$ cat src/sv/spf_pkg.sv
`default_nettype none

package spf_pkg;

  // Transform length and the widths that follow from it
  localparam int FFT_LEN  = 1024;
  localparam int FFT_LOG2 = $clog2(FFT_LEN);
  localparam int CNT_W    = $clog2(FFT_LEN + 1);
  localparam int IDX_W    = $clog2(FFT_LEN);

  // Bins searched for the peak
  localparam int RANGE_LO = 1;
  localparam int RANGE_HI = FFT_LEN / 2 - 2;

  // Field widths
  localparam int MAG_W       = 32;
  localparam int POW_W       = 64;
  localparam int LVL_W       = 7;
  localparam int PEAK_BIN_W  = 9;
  localparam int FREQ_W      = 19;
  localparam int DIGIT_W     = 4;
  localparam int RATE_W      = 20;
  localparam int RATE_RESET  = 20000;

  // Level search: 94 thresholds, binary search over 7 bits
  localparam int LEVEL_STEPS  = 94;
  localparam int SEARCH_STEPS = $clog2(LEVEL_STEPS + 1);

  // Frequency and digit conversion
  localparam int PROD_W      = IDX_W + RATE_W;
  localparam int FREQ_FULL_W = PROD_W - FFT_LOG2;
  localparam int DIGIT_CAP   = 9999;
  localparam int DIGIT_MAX   = 9;
  localparam int BCD_W       = 14;

  // Stream data layout
  localparam int IN_DATA_W     = 2 * MAG_W;
  localparam int OUT_FIELDS_W  = PEAK_BIN_W + LVL_W + FREQ_W + 4 * DIGIT_W;
  localparam int OUT_DATA_W    = ((OUT_FIELDS_W + 7) / 8) * 8;
  localparam int OUT_LVL_LSB   = PEAK_BIN_W;
  localparam int OUT_FREQ_LSB  = OUT_LVL_LSB + LVL_W;
  localparam int OUT_DT_LSB    = OUT_FREQ_LSB + FREQ_W;
  localparam int OUT_DH_LSB    = OUT_DT_LSB + DIGIT_W;
  localparam int OUT_DN_LSB    = OUT_DH_LSB + DIGIT_W;
  localparam int OUT_DU_LSB    = OUT_DN_LSB + DIGIT_W;

  // Queue between front and back
  localparam int QUEUE_DEPTH = 4;
  localparam int QPTR_W      = $clog2(QUEUE_DEPTH);
  localparam int QCNT_W      = $clog2(QUEUE_DEPTH + 1);

  typedef struct packed {
    logic [IDX_W-1:0] idx;
    logic             in_range;
    logic             last;
  } spf_tag_t;

  typedef struct packed {
    logic [MAG_W-1:0] mag_re;
    logic [MAG_W-1:0] mag_im;
    spf_tag_t         tag;
  } spf_item_t;

  // Power threshold of each whole-decibel level, ceil((10^(L/10)-1)^2)
  function automatic logic [POW_W-1:0] spf_level_th(input logic [LVL_W-1:0] lvl);
    logic [POW_W-1:0] th;
    unique case (lvl)
      7'd0:  th = 64'd0;
      7'd1:  th = 64'd1;
      7'd2:  th = 64'd1;
      7'd3:  th = 64'd1;
      7'd4:  th = 64'd3;
      7'd5:  th = 64'd5;
      7'd6:  th = 64'd9;
      7'd7:  th = 64'd17;
      7'd8:  th = 64'd29;
      7'd9:  th = 64'd49;
      7'd10: th = 64'd81;
      7'd11: th = 64'd135;
      7'd12: th = 64'd221;
      7'd13: th = 64'd360;
      7'd14: th = 64'd582;
      7'd15: th = 64'd938;
      7'd16: th = 64'd1507;
      7'd17: th = 64'd2413;
      7'd18: th = 64'd3856;
      7'd19: th = 64'd6152;
      7'd20: th = 64'd9801;
      7'd21: th = 64'd15599;
      7'd22: th = 64'd24803;
      7'd23: th = 64'd39413;
      7'd24: th = 64'd62595;
      7'd25: th = 64'd99369;
      7'd26: th = 64'd157695;
      7'd27: th = 64'd250188;
      7'd28: th = 64'd396847;
      7'd29: th = 64'd629370;
      7'd30: th = 64'd998001;
      7'd31: th = 64'd1582377;
      7'd32: th = 64'd2508718;
      7'd33: th = 64'd3977083;
      7'd34: th = 64'd6304551;
      7'd35: th = 64'd9993677;
      7'd36: th = 64'd15840971;
      7'd37: th = 64'd25108842;
      7'd38: th = 64'd39798099;
      7'd39: th = 64'd63079849;
      7'd40: th = 64'd99980001;
      7'd41: th = 64'd158464142;
      7'd42: th = 64'd251156947;
      7'd43: th = 64'd398067267;
      7'd44: th = 64'd630907108;
      7'd45: th = 64'd999936756;
      7'd46: th = 64'd1584813573;
      7'd47: th = 64'd2511786196;
      7'd48: th = 64'd3980945516;
      7'd49: th = 64'd6309414581;
      7'd50: th = 64'd9999800001;
      7'd51: th = 64'd15848680141;
      7'd52: th = 64'd25118547338;
      7'd53: th = 64'd39810318004;
      7'd54: th = 64'd63095232072;
      7'd55: th = 64'd99999367546;
      7'd56: th = 64'd158488523033;
      7'd57: th = 64'd251187640778;
      7'd58: th = 64'd398105908640;
      7'd59: th = 64'd630955755825;
      7'd60: th = 64'd999998000001;
      7'd61: th = 64'd1584890674612;
      7'd62: th = 64'd2511883261725;
      7'd63: th = 64'd3981067715012;
      7'd64: th = 64'd6309568421031;
      7'd65: th = 64'd9999993675446;
      7'd66: th = 64'd15848923962469;
      7'd67: th = 64'd25118854291353;
      7'd68: th = 64'd39810704436204;
      7'd69: th = 64'd63095718561456;
      7'd70: th = 64'd99999980000001;
      7'd71: th = 64'd158489294067605;
      7'd72: th = 64'd251188611453096;
      7'd73: th = 64'd398107130648252;
      7'd74: th = 64'd630957294242466;
      7'd75: th = 64'd999999936754448;
      7'd76: th = 64'd1584893112839681;
      7'd77: th = 64'd2511886331272135;
      7'd78: th = 64'd3981071579343505;
      7'd79: th = 64'd6309573285936287;
      7'd80: th = 64'd9999999800000001;
      7'd81: th = 64'd15848931672826054;
      7'd82: th = 64'd25118863998117164;
      7'd83: th = 64'd39810716656297264;
      7'd84: th = 64'd63095733945642040;
      7'd85: th = 64'd99999999367544469;
      7'd86: th = 64'd158489318449897009;
      7'd87: th = 64'd251188642148583545;
      7'd88: th = 64'd398107169291582563;
      7'd89: th = 64'd630957342891536781;
      7'd90: th = 64'd999999998000000001;
      7'd91: th = 64'd1584893189943262663;
      7'd92: th = 64'd2511886428339793728;
      7'd93: th = 64'd3981071701544447879;
      7'd94: th = 64'd6309573439778159633;
      default: th = '1;
    endcase
    return th;
  endfunction

  // One decimal digit: how many whole multiples of scale fit in v (v < 10*scale)
  function automatic logic [DIGIT_W-1:0] spf_digit(input logic [BCD_W-1:0] v,
                                                   input logic [BCD_W-1:0] scale);
    logic [DIGIT_W-1:0] q;
    q = '0;
    for (int k = 1; k <= DIGIT_MAX; k++) begin
      if (v >= BCD_W'(k) * scale) q = DIGIT_W'(k);
    end
    return q;
  endfunction

  // Four digits {thousands, hundreds, tens, units} of a value below 10000
  function automatic logic [4*DIGIT_W-1:0] spf_bcd4(input logic [BCD_W-1:0] v);
    logic [BCD_W-1:0]   rem;
    logic [DIGIT_W-1:0] dt;
    logic [DIGIT_W-1:0] dh;
    logic [DIGIT_W-1:0] dn;
    rem = v;
    dt  = spf_digit(rem, BCD_W'(1000));
    rem = rem - BCD_W'(dt) * BCD_W'(1000);
    dh  = spf_digit(rem, BCD_W'(100));
    rem = rem - BCD_W'(dh) * BCD_W'(100);
    dn  = spf_digit(rem, BCD_W'(10));
    rem = rem - BCD_W'(dn) * BCD_W'(10);
    return {dt, dh, dn, DIGIT_W'(rem)};
  endfunction

endpackage

`default_nettype wire

$ cat src/sv/spf_front.sv
`default_nettype none

module spf_front import spf_pkg::*; (
  input  wire logic                 clk,
  input  wire logic                 rst_n,
  input  wire logic                 in_tvalid,
  output logic                      in_tready,
  input  wire logic [IN_DATA_W-1:0] in_tdata,   // [31:0] bin_real, [63:32] bin_imag
  input  wire logic                 in_tlast,   // frame_end
  output logic                      push_valid,
  input  wire logic                 push_ready,
  output spf_item_t                 push_item
);

  logic [CNT_W-1:0] bin_cnt_r;
  logic [CNT_W-1:0] bin_cnt_nxt;
  logic [MAG_W-1:0] re_raw;
  logic [MAG_W-1:0] im_raw;
  logic             accept;

  assign in_tready  = push_ready;
  assign push_valid = in_tvalid;
  assign accept     = in_tvalid && push_ready;

  // Magnitudes of the two's complement parts; the most negative value maps to 2^31
  assign re_raw = in_tdata[MAG_W-1:0];
  assign im_raw = in_tdata[IN_DATA_W-1:MAG_W];

  always_comb begin
    push_item.mag_re       = re_raw[MAG_W-1] ? (~re_raw + MAG_W'(1)) : re_raw;
    push_item.mag_im       = im_raw[MAG_W-1] ? (~im_raw + MAG_W'(1)) : im_raw;
    push_item.tag.idx      = IDX_W'(bin_cnt_r);
    push_item.tag.in_range = (bin_cnt_r >= CNT_W'(RANGE_LO)) &&
                             (bin_cnt_r <= CNT_W'(RANGE_HI));
    push_item.tag.last     = in_tlast;
  end

  // Bin counter: saturates at the transform length, clears after the last bin
  always_comb begin
    bin_cnt_nxt = bin_cnt_r;
    if (accept) begin
      if (in_tlast) begin
        bin_cnt_nxt = '0;
      end else if (bin_cnt_r < CNT_W'(FFT_LEN)) begin
        bin_cnt_nxt = bin_cnt_r + CNT_W'(1);
      end
    end
  end

  always_ff @(posedge clk) begin
    if (!rst_n) begin
      bin_cnt_r <= '0;
    end else begin
      bin_cnt_r <= bin_cnt_nxt;
    end
  end

endmodule

`default_nettype wire

$ cat config.mk
export PLATFORM = sky130hd
export DESIGN_NAME = spf_front
export DESIGN_NICKNAME = d
export VERILOG_FILES = /design/src/sv/spf_pkg.sv /design/src/sv/spf_front.sv
export SDC_FILE = /design/constraint.sdc
export NUM_CORES = 1
export LEC_CHECK = 0
export BUFFER_PORTS_ARGS = -buffer_cell sky130_fd_sc_hd__buf_2
export CAP_MARGIN = 20
export CORE_UTILIZATION = 46
export DETAILED_ROUTE_END_ITERATION = 12
export HOLD_SLACK_MARGIN = 0.15
export PLACE_DENSITY = 0.9
export SYNTH_ARGS = -nofsm -noshare
export SYNTH_HDL_FRONTEND = slang
export SYNTH_SLANG_ARGS = --single-unit
$ cat constraint.sdc
create_clock -name clk -period 4.6 [get_ports clk]
set_clock_uncertainty 0.15 [all_clocks]
set_input_delay 0.23 -clock clk [delete_from_list [all_inputs] [get_ports clk]]
set_output_delay 0.23 -clock clk [all_outputs]
set_load 0.01 [all_outputs]
# == Word level (Yosys, flattened, before mapping) ==
# Index checks and enable logic that the tools add are counted.
# op_classes
multipliers,0
magnitude_cmp,3
reduce_logical,4
div,0
n_shift,0
n_eq_ne,0
n_mux,4
bitwise,2
addsub,3
# op_table
operator,n
"adder 32 x 1 -> 32 bit, second input constant",2
two-way mux 32 bit,2
NOT 32 bit,2
two-way mux 11 bit,2
"adder 11 x 1 -> 11 bit, second input constant",1
">= comparator 11 x 1 -> 1 bit, second input constant",1
"<= comparator 11 x 9 -> 1 bit, second input constant",1
"< comparator 11 bit, second input constant",1
logical AND 1 bit,2
AND reduction 2 bit,1
nonzero test 2 bit,1
# word_totals
out_inout_bits,78
word_cells,17
n_memories,0
romBits,0
register_bits,11
inputBits,69
ram_bits,0
latch_bits,0

# == Logic depth before layout (Yosys ltp) ==
# depth
word_depth,3
ltp_mapped,7
mapped_depth_nobuf,6

# == Least setup slack after synthesis ==
# No wires, ideal clock.
# synth_path
path_kind,in2out
from,in in_tdata[56]
to,out push_item[43] (netlist bit)
stages,4
arrival_ps,1817
path_buffers,0
path_slack_ps,2403
path_cell_list,or3_4 or4_1 or4b_1 nor3_1
# synth_rtl
item,line_no,text
from (decl),spf_front.sv:8,"input wire logic [IN_DATA_W-1:0] in_tdata,"
to (decl),spf_front.sv:12,output spf_item_t push_item

==> metrics.cfg <==
[outcome]
outcome = finished clean

[die]
coreArea_sq_um = 4380
rows = 24
start_util_pct = 47.9
die_area_sq_um = 4840
io_pins = 147
die_h_microns = 69.6
die_w_microns = 69.6

[worst_setup_path]
crit_chain = buf_2 -> nor4_1 -> nand4_1 -> o41ai_1 -> xnor2_1 -> buf_2
critPathTopFamily = simple AND/OR/NAND/NOR gates
startpoint_type = primary input
cpMostUsedCell = buf_2
required_ns = 4.22
r2r_slack_ns = 2.68
worst-path-buf-inv = 2
crit_type = in2out
endpoint_kind = output port
slowest_delay_ns = 0.65
crit_arrival_ns = 2.21
cp_max_fo = 6
critical_path.slowest_cell = nor4_1

[sta]
fin_tns_setup_ns = 0
setup_violations = 0
finalCritPeriodShare_pct = 56.2
hold_violations = 0
grt_setup_unrepaired = false
worst_slew_pin_slew_ns = 0.725
slew_viol_final = 0
max_clock_freq_mhz = 387
relSlewSlack_pct = 51.2
finalCriticalPeriod_ns = 2.59
hold_slack_ns = 0.237

[global_route]
grt_max_degree = 33
antenna_found_initial = 0
grt_pass1_vias = 2237
grt_usage_pct = 23.8
grt_pass1_wl_mm = 9.96
grt.overflow.total = 0

[run]
drv_cap = 0

[logic_synthesis]
yosysWarningCount = 0
synth_edf_count = 0
synth_cells = 286
ys.flop_type = dfxtp_1
ys_ff_latch = 11
syn_area_sq_um = 2100
synth_cell_types = 38
postSynthAreaPerCell_sq_um = 7.34
yosysSeqAreaShare_pct = 10.5
async_flop_share_pct = 0
syn-num-nets = 360

[power_and_ir_drop]
p_leak_nw = 1.14
ir_drop_mv = 0.0711
power_density_nw_per_um2 = 157

[placement]
dp.cells = 461
post_dp_cell_area_sq_um = 2740
place.gp.congestion = 0.868
dp_hpwl_mm = 4.99
io_buffers = 146

[clocking]
cts_resized = 0
worstSkewPairLatency_ns = 0.24
holdBufCountCts = 1
clkSlewWorstSetupHoldPaths_ns = 0.05
root_buffer = clkbuf_8
cts_tree = built
numCtsBuffers = 3
clk_path_buf_depth = 2
cts_setup_buffers = 0
clock_sinks = 11
htreeDepth = 1

[layout]
regMostFlops = bin_cnt_r
final_area_sq_um = 2800
drive_gt1_share_pct = 38.4
fin_cells = 466
layout.area.seq_sq_um = 220
nNetsFinal = 489
reg_top3 = bin_cnt_r x11
antenna_cells = 0
multiInputGateArea_sq_um = 1690
largest_reg_flops = 11
nFillCells = 392
syn2layout_area_growth_pct = 33.3

[drt]
routedWlPerCell_microns = 13.2
vias = 2623
drt_iter0_markers = 132
drc = 0
first_pass_iters = 4
wl_mm = 6.16
via_per_inst = 5.63
ant_nets = 0

[worst_hold_path]
worstHoldPathType = in2reg

-- per-layer routing --
metal / part of all wire (%) / vias to the layer above / GRT usage (%)
met5: 0 / - / 0
met1: 41 / 1198 / 29.0
met4: 1.9 / 0 / 6.58
met2: 50 / 110 / 43.0
met3: 6.1 / 16 / 3.78
li1: - / 1299 / -
-- cells in the final DEF (no fill, tap or decap), types with 2 or more instances in the layout --
master / Yosys / final
nand4_1: 7 / 7
buf_2: 1 / 146
o21ai_0: 25 / 25
nor2b_1: 3 / 3
nand4b_1: 2 / 2
a21oi_1: 6 / 6
or3_1: 8 / 8
nand3b_1: 3 / 3
inv_1: 9 / 9
o41ai_1: 13 / 13
nand3_1: 10 / 10
xnor2_1: 62 / 62
nand2b_1: 6 / 6
nor3_1: 13 / 13
or4_1: 4 / 4
or3_4: 2 / 2
or2_2: 3 / 3
clkbuf_8: 0 / 3
nor4_1: 12 / 12
ha_1: 5 / 5
o31ai_1: 14 / 14
nor2_1: 12 / 12
nand2_1: 22 / 22
dfxtp_1: 11 / 11
-- metrics by stage --
| step | util, % | power [mW] | setup WS (ns) |
|---|---|---|---|
| 6_report | 63.8 | 0.439 | 2.01 |
| 5_1_grt | 63.8 | 0.465 | 1.86 |
| 4_1_cts | 63.8 | 0.441 | 2.02 |
| 3_5_place_dp | 62.6 | 0.341 | 2.03 |
| 3_3_place_gp | 62.6 | 0.338 | 2.05 |
| 2_1_floorplan | - | 0.228 | 2.40 |
-- Yosys cell counts (2+ instances only) --
cell type / instances / area [sq um]
clkbuf_1: 5 / 18.8
buf_4: 15 / 113
o41ai_1: 13 / 114
o31ai_1: 14 / 105
nor2b_1: 3 / 18.8
dfxtp_1: 11 / 220
nand4_1: 7 / 43.8
nand3_1: 10 / 50.1
nor3_1: 13 / 65.1
or3_1: 8 / 50.1
o21ai_0: 25 / 125
nand3b_1: 3 / 22.5
or3_4: 2 / 22.5
nor2_1: 12 / 45.0
nand2b_1: 6 / 37.5
nand2_1: 22 / 82.6
or4_1: 4 / 30.0
a21oi_1: 6 / 30.0
xnor2_1: 62 / 543
nor4_1: 12 / 75.1
inv_1: 9 / 33.8
nand4b_1: 2 / 17.5
or2_2: 3 / 18.8
ha_1: 5 / 62.6
-- cell type report --
class                   instances  share of cell area [%]
repair buffers                147                    26.5
clock buffers                   4                    1.61
well taps                      52                    2.32
multi-input cells             243                    60.5
inverters                       9                    1.21
flip-flops and latches         11                    7.87
-- worst paths after layout --
| check | from | to | cells past startpoint |
|---|---|---|---|
| worst max register to register | bin_cnt_r[1]$_SDFFE_PN0P_ | bin_cnt_r[5]$_SDFFE_PN0P_ | 4 |
| worst min register to register | bin_cnt_r[10]$_SDFFE_PN0P_ | bin_cnt_r[10]$_SDFFE_PN0P_ | 2 |
| worst min-delay path | in_tlast | bin_cnt_r[1]$_SDFFE_PN0P_ | 4 |
| worst max-delay path | in_tdata[10] | push_item[64] | 6 |
-- where the power goes --
group | internal [mW] | switching (mW)
Combinational | 0.112 | 0.132
Sequential | 0.0959 | 0.000995
Clock | 0.0609 | 0.0369
-- tightest hold or removal path, delay by kind of cell --
kind / cells / cell delay, ns
buffers and inverters: 1 / 0.13
and+or+nand+nor: 2 / 0.11
AOI/OAI and AO/OA: 1 / 0.11
-- kinds of logic (layout without fill, tap and decap cells) --
logic type / count (synthesis) / in the layout / synth area share (%)
AOI/OAI and AO/OA: 62 / 62 / 20.7
xor gates and xnor gates: 63 / 63 / 26.3
adders and majority gates: 5 / 5 / 2.98
buffers and inverters: 32 / 160 / 8.82
DFF: 11 / 11 / 10.5
and+or+nand+nor: 113 / 113 / 30.7
No activity file was read; power rests on OpenSTA's default activity.
