## src/sv/spf_pkg.sv

```systemverilog
`default_nettype none

package spf_pkg;

  // Transform length and the widths that follow from it
  localparam int FFT_LEN  = 1024;
  localparam int FFT_LOG2 = $clog2(FFT_LEN);
  localparam int CNT_W    = $clog2(FFT_LEN + 1);
  localparam int IDX_W    = $clog2(FFT_LEN);

  // Bins searched for the peak
  localparam int RANGE_LO = 1;
  localparam int RANGE_HI = FFT_LEN / 2 - 2;

  // Field widths
  localparam int MAG_W       = 32;
  localparam int POW_W       = 64;
  localparam int LVL_W       = 7;
  localparam int PEAK_BIN_W  = 9;
  localparam int FREQ_W      = 19;
  localparam int DIGIT_W     = 4;
  localparam int RATE_W      = 20;
  localparam int RATE_RESET  = 20000;

  // Level search: 94 thresholds, binary search over 7 bits
  localparam int LEVEL_STEPS  = 94;
  localparam int SEARCH_STEPS = $clog2(LEVEL_STEPS + 1);

  // Frequency and digit conversion
  localparam int PROD_W      = IDX_W + RATE_W;
  localparam int FREQ_FULL_W = PROD_W - FFT_LOG2;
  localparam int DIGIT_CAP   = 9999;
  localparam int DIGIT_MAX   = 9;
  localparam int BCD_W       = 14;

  // Stream data layout
  localparam int IN_DATA_W     = 2 * MAG_W;
  localparam int OUT_FIELDS_W  = PEAK_BIN_W + LVL_W + FREQ_W + 4 * DIGIT_W;
  localparam int OUT_DATA_W    = ((OUT_FIELDS_W + 7) / 8) * 8;
  localparam int OUT_LVL_LSB   = PEAK_BIN_W;
  localparam int OUT_FREQ_LSB  = OUT_LVL_LSB + LVL_W;
  localparam int OUT_DT_LSB    = OUT_FREQ_LSB + FREQ_W;
  localparam int OUT_DH_LSB    = OUT_DT_LSB + DIGIT_W;
  localparam int OUT_DN_LSB    = OUT_DH_LSB + DIGIT_W;
  localparam int OUT_DU_LSB    = OUT_DN_LSB + DIGIT_W;

  // Queue between front and back
  localparam int QUEUE_DEPTH = 4;
  localparam int QPTR_W      = $clog2(QUEUE_DEPTH);
  localparam int QCNT_W      = $clog2(QUEUE_DEPTH + 1);

  typedef struct packed {
    logic [IDX_W-1:0] idx;
    logic             in_range;
    logic             last;
  } spf_tag_t;

  typedef struct packed {
    logic [MAG_W-1:0] mag_re;
    logic [MAG_W-1:0] mag_im;
    spf_tag_t         tag;
  } spf_item_t;

  // Power threshold of each whole-decibel level, ceil((10^(L/10)-1)^2)
  function automatic logic [POW_W-1:0] spf_level_th(input logic [LVL_W-1:0] lvl);
    logic [POW_W-1:0] th;
    unique case (lvl)
      7'd0:  th = 64'd0;
      7'd1:  th = 64'd1;
      7'd2:  th = 64'd1;
      7'd3:  th = 64'd1;
      7'd4:  th = 64'd3;
      7'd5:  th = 64'd5;
      7'd6:  th = 64'd9;
      7'd7:  th = 64'd17;
      7'd8:  th = 64'd29;
      7'd9:  th = 64'd49;
      7'd10: th = 64'd81;
      7'd11: th = 64'd135;
      7'd12: th = 64'd221;
      7'd13: th = 64'd360;
      7'd14: th = 64'd582;
      7'd15: th = 64'd938;
      7'd16: th = 64'd1507;
      7'd17: th = 64'd2413;
      7'd18: th = 64'd3856;
      7'd19: th = 64'd6152;
      7'd20: th = 64'd9801;
      7'd21: th = 64'd15599;
      7'd22: th = 64'd24803;
      7'd23: th = 64'd39413;
      7'd24: th = 64'd62595;
      7'd25: th = 64'd99369;
      7'd26: th = 64'd157695;
      7'd27: th = 64'd250188;
      7'd28: th = 64'd396847;
      7'd29: th = 64'd629370;
      7'd30: th = 64'd998001;
      7'd31: th = 64'd1582377;
      7'd32: th = 64'd2508718;
      7'd33: th = 64'd3977083;
      7'd34: th = 64'd6304551;
      7'd35: th = 64'd9993677;
      7'd36: th = 64'd15840971;
      7'd37: th = 64'd25108842;
      7'd38: th = 64'd39798099;
      7'd39: th = 64'd63079849;
      7'd40: th = 64'd99980001;
      7'd41: th = 64'd158464142;
      7'd42: th = 64'd251156947;
      7'd43: th = 64'd398067267;
      7'd44: th = 64'd630907108;
      7'd45: th = 64'd999936756;
      7'd46: th = 64'd1584813573;
      7'd47: th = 64'd2511786196;
      7'd48: th = 64'd3980945516;
      7'd49: th = 64'd6309414581;
      7'd50: th = 64'd9999800001;
      7'd51: th = 64'd15848680141;
      7'd52: th = 64'd25118547338;
      7'd53: th = 64'd39810318004;
      7'd54: th = 64'd63095232072;
      7'd55: th = 64'd99999367546;
      7'd56: th = 64'd158488523033;
      7'd57: th = 64'd251187640778;
      7'd58: th = 64'd398105908640;
      7'd59: th = 64'd630955755825;
      7'd60: th = 64'd999998000001;
      7'd61: th = 64'd1584890674612;
      7'd62: th = 64'd2511883261725;
      7'd63: th = 64'd3981067715012;
      7'd64: th = 64'd6309568421031;
      7'd65: th = 64'd9999993675446;
      7'd66: th = 64'd15848923962469;
      7'd67: th = 64'd25118854291353;
      7'd68: th = 64'd39810704436204;
      7'd69: th = 64'd63095718561456;
      7'd70: th = 64'd99999980000001;
      7'd71: th = 64'd158489294067605;
      7'd72: th = 64'd251188611453096;
      7'd73: th = 64'd398107130648252;
      7'd74: th = 64'd630957294242466;
      7'd75: th = 64'd999999936754448;
      7'd76: th = 64'd1584893112839681;
      7'd77: th = 64'd2511886331272135;
      7'd78: th = 64'd3981071579343505;
      7'd79: th = 64'd6309573285936287;
      7'd80: th = 64'd9999999800000001;
      7'd81: th = 64'd15848931672826054;
      7'd82: th = 64'd25118863998117164;
      7'd83: th = 64'd39810716656297264;
      7'd84: th = 64'd63095733945642040;
      7'd85: th = 64'd99999999367544469;
      7'd86: th = 64'd158489318449897009;
      7'd87: th = 64'd251188642148583545;
      7'd88: th = 64'd398107169291582563;
      7'd89: th = 64'd630957342891536781;
      7'd90: th = 64'd999999998000000001;
      7'd91: th = 64'd1584893189943262663;
      7'd92: th = 64'd2511886428339793728;
      7'd93: th = 64'd3981071701544447879;
      7'd94: th = 64'd6309573439778159633;
      default: th = '1;
    endcase
    return th;
  endfunction

  // One decimal digit: how many whole multiples of scale fit in v (v < 10*scale)
  function automatic logic [DIGIT_W-1:0] spf_digit(input logic [BCD_W-1:0] v,
                                                   input logic [BCD_W-1:0] scale);
    logic [DIGIT_W-1:0] q;
    q = '0;
    for (int k = 1; k <= DIGIT_MAX; k++) begin
      if (v >= BCD_W'(k) * scale) q = DIGIT_W'(k);
    end
    return q;
  endfunction

  // Four digits {thousands, hundreds, tens, units} of a value below 10000
  function automatic logic [4*DIGIT_W-1:0] spf_bcd4(input logic [BCD_W-1:0] v);
    logic [BCD_W-1:0]   rem;
    logic [DIGIT_W-1:0] dt;
    logic [DIGIT_W-1:0] dh;
    logic [DIGIT_W-1:0] dn;
    rem = v;
    dt  = spf_digit(rem, BCD_W'(1000));
    rem = rem - BCD_W'(dt) * BCD_W'(1000);
    dh  = spf_digit(rem, BCD_W'(100));
    rem = rem - BCD_W'(dh) * BCD_W'(100);
    dn  = spf_digit(rem, BCD_W'(10));
    rem = rem - BCD_W'(dn) * BCD_W'(10);
    return {dt, dh, dn, DIGIT_W'(rem)};
  endfunction

endpackage

`default_nettype wire

```

## src/sv/spf_queue.sv

```systemverilog
`default_nettype none

module spf_queue import spf_pkg::*; (
  input  wire logic      clk,
  input  wire logic      rst_n,
  input  wire logic      push_valid,
  output logic           push_ready,
  input  wire spf_item_t push_item,
  output logic           pop_valid,
  input  wire logic      pop,
  output spf_item_t      pop_item
);

  spf_item_t          slot_r [QUEUE_DEPTH];
  logic [QPTR_W-1:0]  wr_ptr_r;
  logic [QPTR_W-1:0]  rd_ptr_r;
  logic [QCNT_W-1:0]  cnt_r;
  logic               do_push;
  logic               do_pop;

  assign push_ready = (cnt_r != QCNT_W'(QUEUE_DEPTH));
  assign pop_valid  = (cnt_r != '0);
  assign pop_item   = slot_r[rd_ptr_r];
  assign do_push    = push_valid && push_ready;
  assign do_pop     = pop && pop_valid;

  // Entry storage
  always_ff @(posedge clk) begin
    if (do_push) slot_r[wr_ptr_r] <= push_item;
  end

  // Pointers and fill count
  always_ff @(posedge clk) begin
    if (!rst_n) begin
      wr_ptr_r <= '0;
      rd_ptr_r <= '0;
      cnt_r    <= '0;
    end else begin
      if (do_push) begin
        wr_ptr_r <= (wr_ptr_r == QPTR_W'(QUEUE_DEPTH - 1)) ? '0 : wr_ptr_r + QPTR_W'(1);
      end
      if (do_pop) begin
        rd_ptr_r <= (rd_ptr_r == QPTR_W'(QUEUE_DEPTH - 1)) ? '0 : rd_ptr_r + QPTR_W'(1);
      end
      if (do_push && !do_pop) begin
        cnt_r <= cnt_r + QCNT_W'(1);
      end else if (do_pop && !do_push) begin
        cnt_r <= cnt_r - QCNT_W'(1);
      end
    end
  end

`ifndef SYNTH
  a_cnt_bound: assert property (@(posedge clk) disable iff (!rst_n)
    cnt_r <= QCNT_W'(QUEUE_DEPTH))
    else $error("queue count beyond depth");

  a_cnt_grow: assert property (@(posedge clk) disable iff (!rst_n)
    rst_n && do_push && !do_pop |=> cnt_r == $past(cnt_r) + QCNT_W'(1))
    else $error("queue count did not grow on push");
`endif

endmodule

`default_nettype wire

```

## config.mk

```make
export PLATFORM = sky130hd
export DESIGN_NAME = spf_queue
export DESIGN_NICKNAME = d
export VERILOG_FILES = /design/src/sv/spf_pkg.sv /design/src/sv/spf_queue.sv
export SDC_FILE = /design/constraint.sdc
export NUM_CORES = 1
export LEC_CHECK = 0
export ABC_AREA = 0
export BUFFER_PORTS_ARGS = -buffer_cell sky130_fd_sc_hd__buf_2
export CAP_MARGIN = 30
export CORE_MARGIN = 2
export CORE_UTILIZATION = 45
export CTS_CLUSTER_DIAMETER = 80
export DETAILED_ROUTE_END_ITERATION = 12
export PLACE_DENSITY_LB_ADDON = 0.12
export SETUP_SLACK_MARGIN = 0.05
export SKIP_LAST_GASP = 1
export SYNTH_ARGS = -nofsm -noshare
export SYNTH_HDL_FRONTEND = slang
export SYNTH_SLANG_ARGS = --single-unit
```

## constraint.sdc

```tcl
create_clock -name clk -period 2.2 [get_ports clk]
set_input_delay 0.33 -clock clk [delete_from_list [all_inputs] [get_ports clk]]
set_output_delay 0.33 -clock clk [all_outputs]
set_load 0.02 [all_outputs]
```

# Word level (Yosys, flattened, before mapping)
# Memory sizes are Yosys's and may differ from the RTL's. A register that Yosys moved wholly into a read port is not among the register bits.
# Cells that the tools add are included.
# W data, S select, Z words.
# word_totals
ram_bits,304
inputBits,80
reg_bits,7
memories,1
output_inout_bits,78
# classes
addsub,4
eq_ne,3
mux,8
n_reduce_logical,8
# mem_list
name,words,word_bits,rd,rd_clocked_by_memory_dff,wr,line_no,source
slot_r,4,76,1,1,1,spf_queue.sv:14,spf_item_t slot_r [QUEUE_DEPTH];
# op_table
op,count
$mux W2,4
$mux W3,2
$add A2 B1 Y2 const B,2
$eq A2 B2 Y1 const B,2
$logic_and A1 B1 Y1,4
$add A3 B1 Y3 const B,1
$ne A3 B3 Y1 const B,1
$reduce_bool A3 Y1,1
$sub A3 B1 Y3 const B,1
$logic_not A1 Y1,2
$mux W1,2
$reduce_bool A2 Y1,1

# Logic depth before layout (Yosys ltp)
# Gate-level depths: netlist (run 1).
# logic_depth
word_depth,6
ltp_mapped,9
ltp_nobuf,8

# Worst setup path after synthesis (run 1)
# Ideal clock, no wire load.
# synth_timing
kind,reg-to-reg
start,register cnt_r[0]
end,register cnt_r[2]
arrival_ps,2128
setup_ps,76
path_slack_ps,-4
stages_incl_launch_ff,8
path_buffers,0
t_required_ps,2124
path_cell_list,dfxtp_1 > o31ai_1 > ha_1 > inv_1 > fa_1 > xor2_1 > or3_2 > a21boi_0
# synth_via
elab_chain_len,5
elab_cells_between_ends,13
classes_between,2 x add/sub; 1 x eq/ne; 2 x mux; 8 x reduce/logical
# synth_rtl
element,line_no,source
from (decl),spf_queue.sv:17,logic [QCNT_W-1:0] cnt_r;
from (signal assigned),spf_queue.sv:46,cnt_r <= cnt_r + QCNT_W'(1);
from (signal assigned),spf_queue.sv:48,cnt_r <= cnt_r - QCNT_W'(1);
"parallel branches: the longest is 5 deep, another holds $sub A3 B1 Y3",--,
# Parallel ways; which one is timed is not known. The select of a mux whose other input is x is not followed.
# A chain may end at the register's enable or synchronous reset.

==> flow_metrics.env, run 1 <==
export IMPL_hold_depth=1
export IMPL_fin_util_pct=56.78
export IMPL_tightest_slew_ns=0.4987
export IMPL_fillers=1942
export IMPL_cts_made_buffers=34
export IMPL_min_from="push_item[34]"
export IMPL_reg2reg_slack_ns=0.12
export IMPL_rows=58
export IMPL_critPathLaunchType="flip-flop"
export IMPL_fmax_mhz=447.0
export IMPL_synth_edf_count=304
export IMPL_maxSlewViolCount=0
export IMPL_clock_latency_ns=0.49
export IMPL_drt_iter0_markers=350
export IMPL_ff2ff_path_depth=8
export IMPL_setup_viol=58
export IMPL_hold_path_endpoint="slot_r[3][34]"
export IMPL_critPathKind="reg2out"
export IMPL_leakagePower_nw=4.786
export IMPL_ant_nets=0
export IMPL_fin_crit_ns=2.237
export IMPL_finalCritPeriodShare_pct=101.7
export IMPL_grt_pass1_wl_um=32960
export IMPL_status="finished, violations left"
export IMPL_track_usage_pct=16.61
export IMPL_wl_per_cell_um=22.29
export IMPL_ys_seq_area_share_pct=81.28
export IMPL_yosys_area_top_type="edfxtp_1"
export IMPL_violations="negative setup slack"
export IMPL_nets=733
export IMPL_drive_above_1_share_pct=47.01
export IMPL_dp_slack_ns=-0.01757
export IMPL_synth_area_um2=11450
export IMPL_dieArea_um2=26740
export IMPL_portBuffers=157
export IMPL_synthTopCellsByCount="edfxtp_1, mux4_2, dfxtp_1"
export IMPL_synth_main_ff_cell="edfxtp_1"
export IMPL_required_ns=1.87
export IMPL_pin_count=158
export IMPL_hold_violations=0
export IMPL_dr_pass1_iters=4
export IMPL_coreArea_um2=25110
export IMPL_power_density_nw_per_um2=1210
export IMPL_async_flop_share_pct=0
export IMPL_chipHeight_um=163.5
export IMPL_ys_types=29
export IMPL_yosys_warnings=0
export IMPL_cts_path_max_buffers=3
export IMPL_cts_sinks=313
export IMPL_worstHoldPathType="in2reg"
export IMPL_tns_ns=-1.168
export IMPL_area_growth_pct=24.48
export IMPL_irDropWorstVdd_uv=727.4
export IMPL_grt_max_degree=77
export IMPL_synthCells=448
export IMPL_clockRootBuffer="clkbuf_16"
export IMPL_grt_overflow=0
export IMPL_r2r_end="cnt_r[2]"
export IMPL_synth_top_area_share_pct=79.71
export IMPL_drcViolationCount=0
export IMPL_via_per_inst=5.263
export IMPL_dpl_cell_area_um2=12720
export IMPL_rsz0062_at_grt="yes"
export IMPL_grt_pass1_vias=5694
export IMPL_final_area_um2=14260
export IMPL_die_w_um=163.5
export IMPL_syn_avg_cell_area_um2=25.56
export IMPL_synth_area_top_cells="edfxtp_1, mux4_2, dfxtp_1"
export IMPL_dr_total_vias=5268
export IMPL_synthesis_nets=535
export IMPL_htreeDepth=2
export IMPL_endpoint_kind="output pin"
export IMPL_ys_ff_latch=313
export IMPL_hpwl_um=11930
export IMPL_crit_fanout=9
export IMPL_antenna_found_initial=0
export IMPL_cap_violations=0
export IMPL_wl_um=22310
export IMPL_fin_ws_ns=-0.03691
export IMPL_r2r_start="cnt_r[2]"
export IMPL_arrival_ns=1.91
export IMPL_path_clk_slew_ns=0.06
export IMPL_max_slew_margin_rel_pct=66.75
export IMPL_cts_tree="yes"
export IMPL_yosysMostFrequentCell="edfxtp_1"
export IMPL_routabilityCongestion=0.7162
export IMPL_finalClockSkew_ns=0.007492
export IMPL_start_util_pct=45.61
-- sequential cells by signal, indices dropped and copies added (netlist names), named ones only --
| name | flops |
|---|---|
| slot_r | 304 |
| wr_ptr_r | 2 |
| rd_ptr_r | 2 |
| cnt_r | 3 |
-- kinds of logic after synthesis --
| family | count (synthesis) | share of synthesized area (%) |
|---|---|---|
| AND/OR/NAND/NOR | 20 | 1.027 |
| XOR/XNOR | 2 | 0.1530 |
| multiplexers | 78 | 15.12 |
| AO/OA/AOI/OAI | 6 | 0.3059 |
| adder cells (fa/ha/maj) | 7 | 0.8303 |
| buffers and inverters | 22 | 1.278 |
| flip-flops | 313 | 81.28 |
-- per-stage QoR --
stage | hold slack [ns] | instances | power (mW)
2_1_floorplan | 0.4289 | 448 | 10.16
3_3_place_gp | 0.4931 | 928 | 11.35
3_5_place_dp | 0.5128 | 928 | 11.43
4_1_cts | 0.03184 | 995 | 17.10
5_1_grt | 0.03731 | 1000 | 18.00
6_report | 0.05450 | 1001 | 17.25
-- placed cells by master (no fill, tap or decap), drive strengths merged --
cell type	netlist	routed
edfxtp	304	304
buf	17	177
mux4	76	76
clkbuf	2	54
clkinv	0	9
dfxtp	9	9
ha	6	6
nand2	5	5
and3	4	4
o21ai	4	4
inv	3	3
or3	2	2
nor2	2	2
nand3	2	2
mux2i	2	2
and2	2	2
diode	0	1
or3b	1	1
o31ai	1	1
xnor2	1	1
nand4	1	1
nor2b	1	1
xor2	1	1
a21boi	1	1
fa	1	1
clkinvlp	0	1
-- layer usage --
layer	routed length (um)	share of wire [%]	global-route usage (%)	vias up
met5	0	0	0	-
met4	282	1.3	3.907	0
met3	1310	5.9	3.961	24
met2	11460	51	28.31	141
met1	9259	41	21.87	2778
li1	-	-	-	2325
-- where the power goes --
| part | total, mW | internal (mW) | switching [mW] |
|---|---|---|---|
| clock | 5.15 | 3.07 | 2.08 |
| combinational | 4.66 | 2.23 | 2.43 |
| sequential | 7.43 | 7.25 | 0.185 |
-- cell type report --
class / instances / area [um^2] / share of cell area [%]
diodes: 1 / 2.502 / 0.01755
clock buffers: 50 / 974.7 / 6.837
clock inverters: 10 / 48.80 / 0.3423
inverters: 3 / 11.26 / 0.07899
multi-input cells: 113 / 2047 / 14.36
flip-flops and latches: 313 / 9328 / 65.43
well taps: 330 / 412.9 / 2.896
repair buffers: 181 / 1431 / 10.04
-- worst max-delay path: stages (launching register included) --
cell and delay, ns:
dfxtp_4 0.38, buf_12 0.17, buf_16 0.17, mux4_2 0.52
buf_2 0.18
-- what timing repair did --
action	in CTS	in global routing
setup endpoints to repair	77	77
pin swaps	0	0
gates resized for setup	30	50
hold buffers	0	0
buffers inserted	2	1
gates cloned	5	4
-- worst max path at each step --
stage	start	to	slack (ns)
after global routing	flip-flop	pop_item[38]	-0.11
after detailed placement	cnt_r[1]	cnt_r[2]	-0.02
after CTS	flip-flop	pop_item[6]	-0.1
final	flip-flop	pop_item[5]	-0.04
after global placement	cnt_r[2]	cnt_r[2]	0.14
after floorplan	cnt_r[2]	cnt_r[2]	0.07
Power figures use the tool's default switching activity.
==> run 2, diff against run 1 <==
Settings changed: ABC_AREA 0 to 1.
==> flow_metrics.env, run 2 <==
export IMPL_status="finished, final reports clean"
export IMPL_hpwl_um=13340
export IMPL_portBuffers=157
export IMPL_dr_pass1_iters=6
export IMPL_critPathLaunchType="flip-flop"
export IMPL_hold_violations=0
export IMPL_layout_common_cells="edfxtp_1, nor2_1, o21ai_0"
export IMPL_grt_pass1_vias=6835
export IMPL_cap_violations=0
export IMPL_grt_busiest_layer="met2"
export IMPL_fin_util_pct=56.87
export IMPL_synth_area_um2=11880
export IMPL_synth_area_top_cells="edfxtp_1, o21ai_0, nor2_1"
export IMPL_clockRootBuffer="clkbuf_16"
export IMPL_maxSlewViolCount=0
export IMPL_crit_fanout=14
export IMPL_fin_crit_ns=2.101
export IMPL_track_usage_pct=18.62
export IMPL_synth_top_area_share_pct=76.82
export IMPL_rsz0062_at_grt="yes"
export IMPL_ys_ff_latch=313
export IMPL_max_slew_margin_rel_pct=63.83
export IMPL_synthCells=805
export IMPL_final_common_cell="edfxtp_1"
export IMPL_syn_avg_cell_area_um2=14.76
export IMPL_antenna_found_initial=3
export IMPL_nets=1080
export IMPL_power_density_nw_per_um2=1289
export IMPL_drt_iter0_markers=594
export IMPL_dr_total_vias=7150
export IMPL_cts_hold_buf=0
export IMPL_drive_above_1_share_pct=28.09
export IMPL_required_ns=1.87
export IMPL_routabilityCongestion=0.7114
export IMPL_cts_tree="yes"
export IMPL_dp_cells=1274
export IMPL_ant_nets=0
export IMPL_critPathKind="reg2out"
export IMPL_irDropWorstVdd_uv=860.5
export IMPL_grt_pass1_wl_um=39810
export IMPL_coreArea_um2=25980
export IMPL_regMostFlops="slot_r"
export IMPL_yosys_warnings=0
export IMPL_area_growth_pct=24.35
export IMPL_wl_um=26980
export IMPL_largest_reg_flops=304
export IMPL_grt_max_degree=77
export IMPL_ys_types=26
export IMPL_use_met1_pct=24.02
export IMPL_use_met2_pct=31.42
export IMPL_start_util_pct=45.73
export IMPL_leakagePower_nw=5.251
export IMPL_endpoint_kind="output pin"
export IMPL_cts_made_buffers=34
export IMPL_fmax_mhz=475.9
export IMPL_tightest_slew_ns=0.5412
export IMPL_path_clk_slew_ns=0.06
export IMPL_fillers=2091
export IMPL_dieArea_um2=27720
export IMPL_cts_sinks=313
export IMPL_cts_path_max_buffers=3
export IMPL_finalCritPeriodShare_pct=95.51
export IMPL_multi_input_area_um2=2213
export IMPL_pin_count=158
export IMPL_worstHoldPathType="in2reg"
export IMPL_synthesis_nets=892
export IMPL_setup_viol=0
export IMPL_synthTopCellsByCount="edfxtp_1, nor2_1, o21ai_0"
export IMPL_synth_main_ff_cell="edfxtp_1"
export IMPL_arrival_ns=1.77
export IMPL_ys_seq_area_share_pct=78.33
export IMPL_drcViolationCount=0
export IMPL_htreeDepth=2
export IMPL_chipHeight_um=166.5
export IMPL_grtUsageMet3_pct=4.848
export IMPL_async_flop_share_pct=0
export IMPL_rows=59
export IMPL_yosys_area_top_type="edfxtp_1"
export IMPL_yosysMostFrequentCell="edfxtp_1"
export IMPL_synth_edf_count=304
export IMPL_wl_per_cell_um=19.91
export IMPL_clock_latency_ns=0.50
export IMPL_finalClockSkew_ns=0.008377
export IMPL_top_regs="slot_r (304), cnt_r (3)"
export IMPL_grt_overflow=0
export IMPL_via_per_inst=5.277
export IMPL_regArea_um2=9319
export IMPL_instances_no_fill=1355
export IMPL_die_w_um=166.5
[run 2: cell count changes after synthesis, moves of 5 or more]
| cell | before | now |
|---|---|---|
| clkbuf_1 | 1 | 13 |
| buf_8 | 0 | 7 |
| o22ai_1 | 0 | 71 |
| inv_1 | 3 | 15 |
| clkbuf_2 | 1 | 7 |
| nor2_2 | 0 | 16 |
| nor2_1 | 2 | 153 |
| o21ai_0 | 3 | 150 |
| nand2_1 | 5 | 15 |
| o22ai_2 | 0 | 5 |
| mux4_2 | 76 | 0 |
[run 2: final timing paths]
| kind | to | from | slack [ns] | depth (start not counted) |
|---|---|---|---|---|
| setup / recovery | pop_item[12] | flip-flop | 0.1 | 6 |
| hold / removal | slot_r[1][1] | push_item[1] | 0.04 | 1 |
| setup reg to reg | cnt_r[1] | cnt_r[1] | 0.37 | 9 |
| hold reg to reg | cnt_r[0] | cnt_r[0] | 0.49 | 2 |
[run 2: cell type report]
| class | instances | area share [%] |
|---|---|---|
| multi-input combinational | 426 | 14.98 |
| timing repair inverter | 2 | 0.1355 |
| sequential | 313 | 63.06 |
| tap | 335 | 2.836 |
| inverter | 17 | 0.5757 |
| timing repair buffer | 199 | 11.12 |
| clock inverter | 10 | 0.5080 |
| clock buffer | 51 | 6.756 |
| antenna | 2 | 0.03387 |
[run 2: what timing repair did]
item | CTS | global route
setup buffers | 3 | 2
endpoints found under the setup margin | 61 | 63
gates resized for setup | 20 | 53
pin swaps | 2 | 6
cloned | 8 | 6
[run 2: through the flow]
stage / setup slack, ns / power [mW] / area, um^2 / TNS, ns / hold WS [ns]
after floorplan: -0.05567 / 11.08 / 11930 / -11.96 / 0.4289
after global placement: 0.3897 / 12.80 / 13150 / 0 / 0.4819
after detailed placement: 0.3707 / 12.84 / 13150 / 0 / 0.4894
after CTS: 0.03533 / 18.84 / 14530 / 0 / 0.02221
after global routing: 0.0007709 / 19.99 / 14770 / 0 / 0.02883
final: 0.09884 / 19.04 / 14780 / 0 / 0.04094
[run 2: worst max-delay path: stages (launching register included)]
cell	delay [ns]
dfxtp_4	0.36
buf_12	0.16
inv_16	0.13
buf_8	0.15
nor2_1	0.05
o22ai_1	0.23
buf_4	0.19
[run 2: layer usage]
metal	part of all wire (%)	vias up	wire, um
li1	-	3406	-
met1	43	3493	11560
met5	0.11	-	29
met2	49	204	13110
met4	1.9	4	517
met3	6.5	43	1761
[run 2: where the power goes]
part	internal [mW]	switching (mW)
logic	2.26	3.93
clock network	3.26	2.14
registers	7.27	0.193
[run 2: cell families (layout without fill, tap and decap cells)]
family                     count (synthesis)  count (layout)  share of synthesized area (%)
adders and majority gates                  7               7                         0.8002
DFF                                      313             313                          78.33
other                                      0               2                              0
and+or+nand+nor                          187             187                          6.307
AOI/OAI and AO/OA                        232             232                          10.83
buffers and inverters                     66             279                          3.727
==> run 3, diff against run 2 <==
Settings changed: CORE_UTILIZATION 45 to 52.
==> flow_metrics.env, run 3 (same netlist as run 2, synthesis figures left out) <==
export IMPL_cts_tree="yes"
export IMPL_regMostFlops="slot_r"
export IMPL_fmax_mhz=460.8
export IMPL_fin_ws_ns=0.02964
export IMPL_via_per_inst=5.492
export IMPL_totalPowerFinal_mw=18.75
export IMPL_wl_um=27020
export IMPL_power_switching_mw=6.214
export IMPL_intPower_mw=12.53
export IMPL_largest_reg_flops=304
export IMPL_wl_per_cell_um=19.77
export IMPL_endpoint_kind="output pin"
export IMPL_status="finished, final reports clean"
export IMPL_critPathKind="reg2out"
export IMPL_coreArea_um2=22500
export IMPL_hold_violations=0
export IMPL_rsz0062_at_grt="yes"
export IMPL_worstPathCellList="buf_12 -> buf_8 -> clkbuf_16 -> o21ai_2 -> o22ai_1 -> buf_4"
export IMPL_finalCritPeriodShare_pct=98.65
export IMPL_max_slew_margin_rel_pct=63.40
export IMPL_cts_sinks=313
export IMPL_finalClockSkew_ns=0.008768
export IMPL_setup_viol=0
export IMPL_drcViolationCount=0
export IMPL_nets=1147
export IMPL_final_area_um2=15380
export IMPL_clockRootBuffer="clkbuf_16"
export IMPL_path_clk_slew_ns=0.06
export IMPL_power_density_nw_per_um2=1219
export IMPL_rows=55
export IMPL_fillers=1557
export IMPL_dr_pass1_iters=7
export IMPL_track_usage_pct=21.17
export IMPL_fin_util_pct=68.34
export IMPL_top_regs="slot_r (304), cnt_r (3)"
export IMPL_dp_slack_ns=0.3581
export IMPL_p_seq_share_pct=39.8
export IMPL_maxSlewViolCount=0
export IMPL_grt_pass1_vias=7248
export IMPL_die_w_um=155.2
export IMPL_drive_above_1_share_pct=26.46
export IMPL_leakagePower_nw=5.494
export IMPL_area_growth_pct=29.41
export IMPL_slowest_stage="dfxtp_4"
export IMPL_min_from="push_item[23]"
export IMPL_grt_overflow=0
export IMPL_tns_ns=0
export IMPL_pin_count=158
export IMPL_dr_total_vias=7507
export IMPL_arrival_ns=1.84
export IMPL_r2r_start="cnt_r[1]"
export IMPL_layout_common_cells="edfxtp_1, nor2_1, o21ai_0"
export IMPL_htreeDepth=1
export IMPL_start_util_pct=52.81
export IMPL_crit_path_max_incr_delay_ns=0.37
export IMPL_hpwl_um=13180
export IMPL_worstHoldPathType="in2reg"
export IMPL_ant_nets=0
export IMPL_final_common_cell="edfxtp_1"
export IMPL_cap_violations=0
export IMPL_critPathLaunchType="flip-flop"
export IMPL_clock_latency_ns=0.54
export IMPL_p_clk_share_pct=25.0
export IMPL_portBuffers=157
export IMPL_routabilityCongestion=0.7355
export IMPL_dieArea_um2=24080
export IMPL_cts_made_buffers=30
export IMPL_grt_max_degree=43
export IMPL_required_ns=1.87
export IMPL_drt_iter0_markers=616
export IMPL_chipHeight_um=155.2
export IMPL_fin_crit_ns=2.170
export IMPL_crit_fanout=9
export IMPL_irDropWorstVdd_uv=818.4
export IMPL_antenna_found_initial=1
export IMPL_tightest_slew_ns=0.5490
export IMPL_cts_path_max_buffers=3
export IMPL_dpl_cell_area_um2=13020
export IMPL_grt_pass1_wl_um=39020
export IMPL_pwr_share_comb_pct=35.3
export IMPL_p_sw_share_pct=33.14
[run 3: stage by stage]
| stage | hold slack [ns] | instances |
|---|---|---|
| 3_3_place_gp | 0.4816 | 1218 |
| 5_1_grt | 0.008135 | 1367 |
| 3_5_place_dp | 0.4844 | 1218 |
| 4_1_cts | 0.001366 | 1355 |
| 6_report | 0.01906 | 1367 |
| 2_1_floorplan | 0.4289 | 805 |
[run 3: final timing paths]
path,to,slack [ns],depth (start not counted)
max,pop_item[54],0.03,6
min,slot_r[1][23],0.02,1
max reg2reg,cnt_r[1],0.35,9
min reg2reg,cnt_r[0],0.49,2
[run 3: power groups by stage]
stage	logic, mW	registers, mW	clock network [mW]
floorplan	3.55	7.53	0
global placement	5.12	7.59	0
CTS	6.03	7.45	4.77
global route	7.09	7.51	4.99
finish	6.61	7.46	4.68
detailed placement	5.17	7.60	0
[run 3: layout make-up]
cell class / count / area (um^2) / share of cell area [%]
Clock inverter: 11 / 71.32 / 0.4638
Inverter: 17 / 92.59 / 0.6021
Timing Repair inverter: 2 / 17.52 / 0.1139
Timing Repair Buffer: 270 / 2454 / 15.95
Antenna cell: 1 / 2.502 / 0.01627
Clock buffer: 42 / 817.0 / 5.313
Sequential cell: 313 / 9319 / 60.60
Multi-Input combinational cell: 426 / 2248 / 14.62
Tap cell: 285 / 356.6 / 2.319
[run 3: what timing repair did]
action,CTS,global route
pin swaps,1,22
buffers inserted,5,3
resized for setup,45,83
endpoints found under the hold margin,287,0
gates cloned,7,8
setup endpoints to repair,76,73
hold buffers,72,0
[run 3: routing by layer]
layer,up-vias,part of all wire (%),global-route usage [%]
li1,3538,-,-
met1,3679,42,28.34
met2,256,50,36.42
met3,34,6.1,4.234
met4,0,1.7,4.587
met5,-,0,0
[run 3: worst max-delay path, delay by kind of cell (launching register included)]
family / cells / cell delay (ns)
compound gates: 2 / 0.24
buf+inv: 4 / 0.66
flops: 1 / 0.37
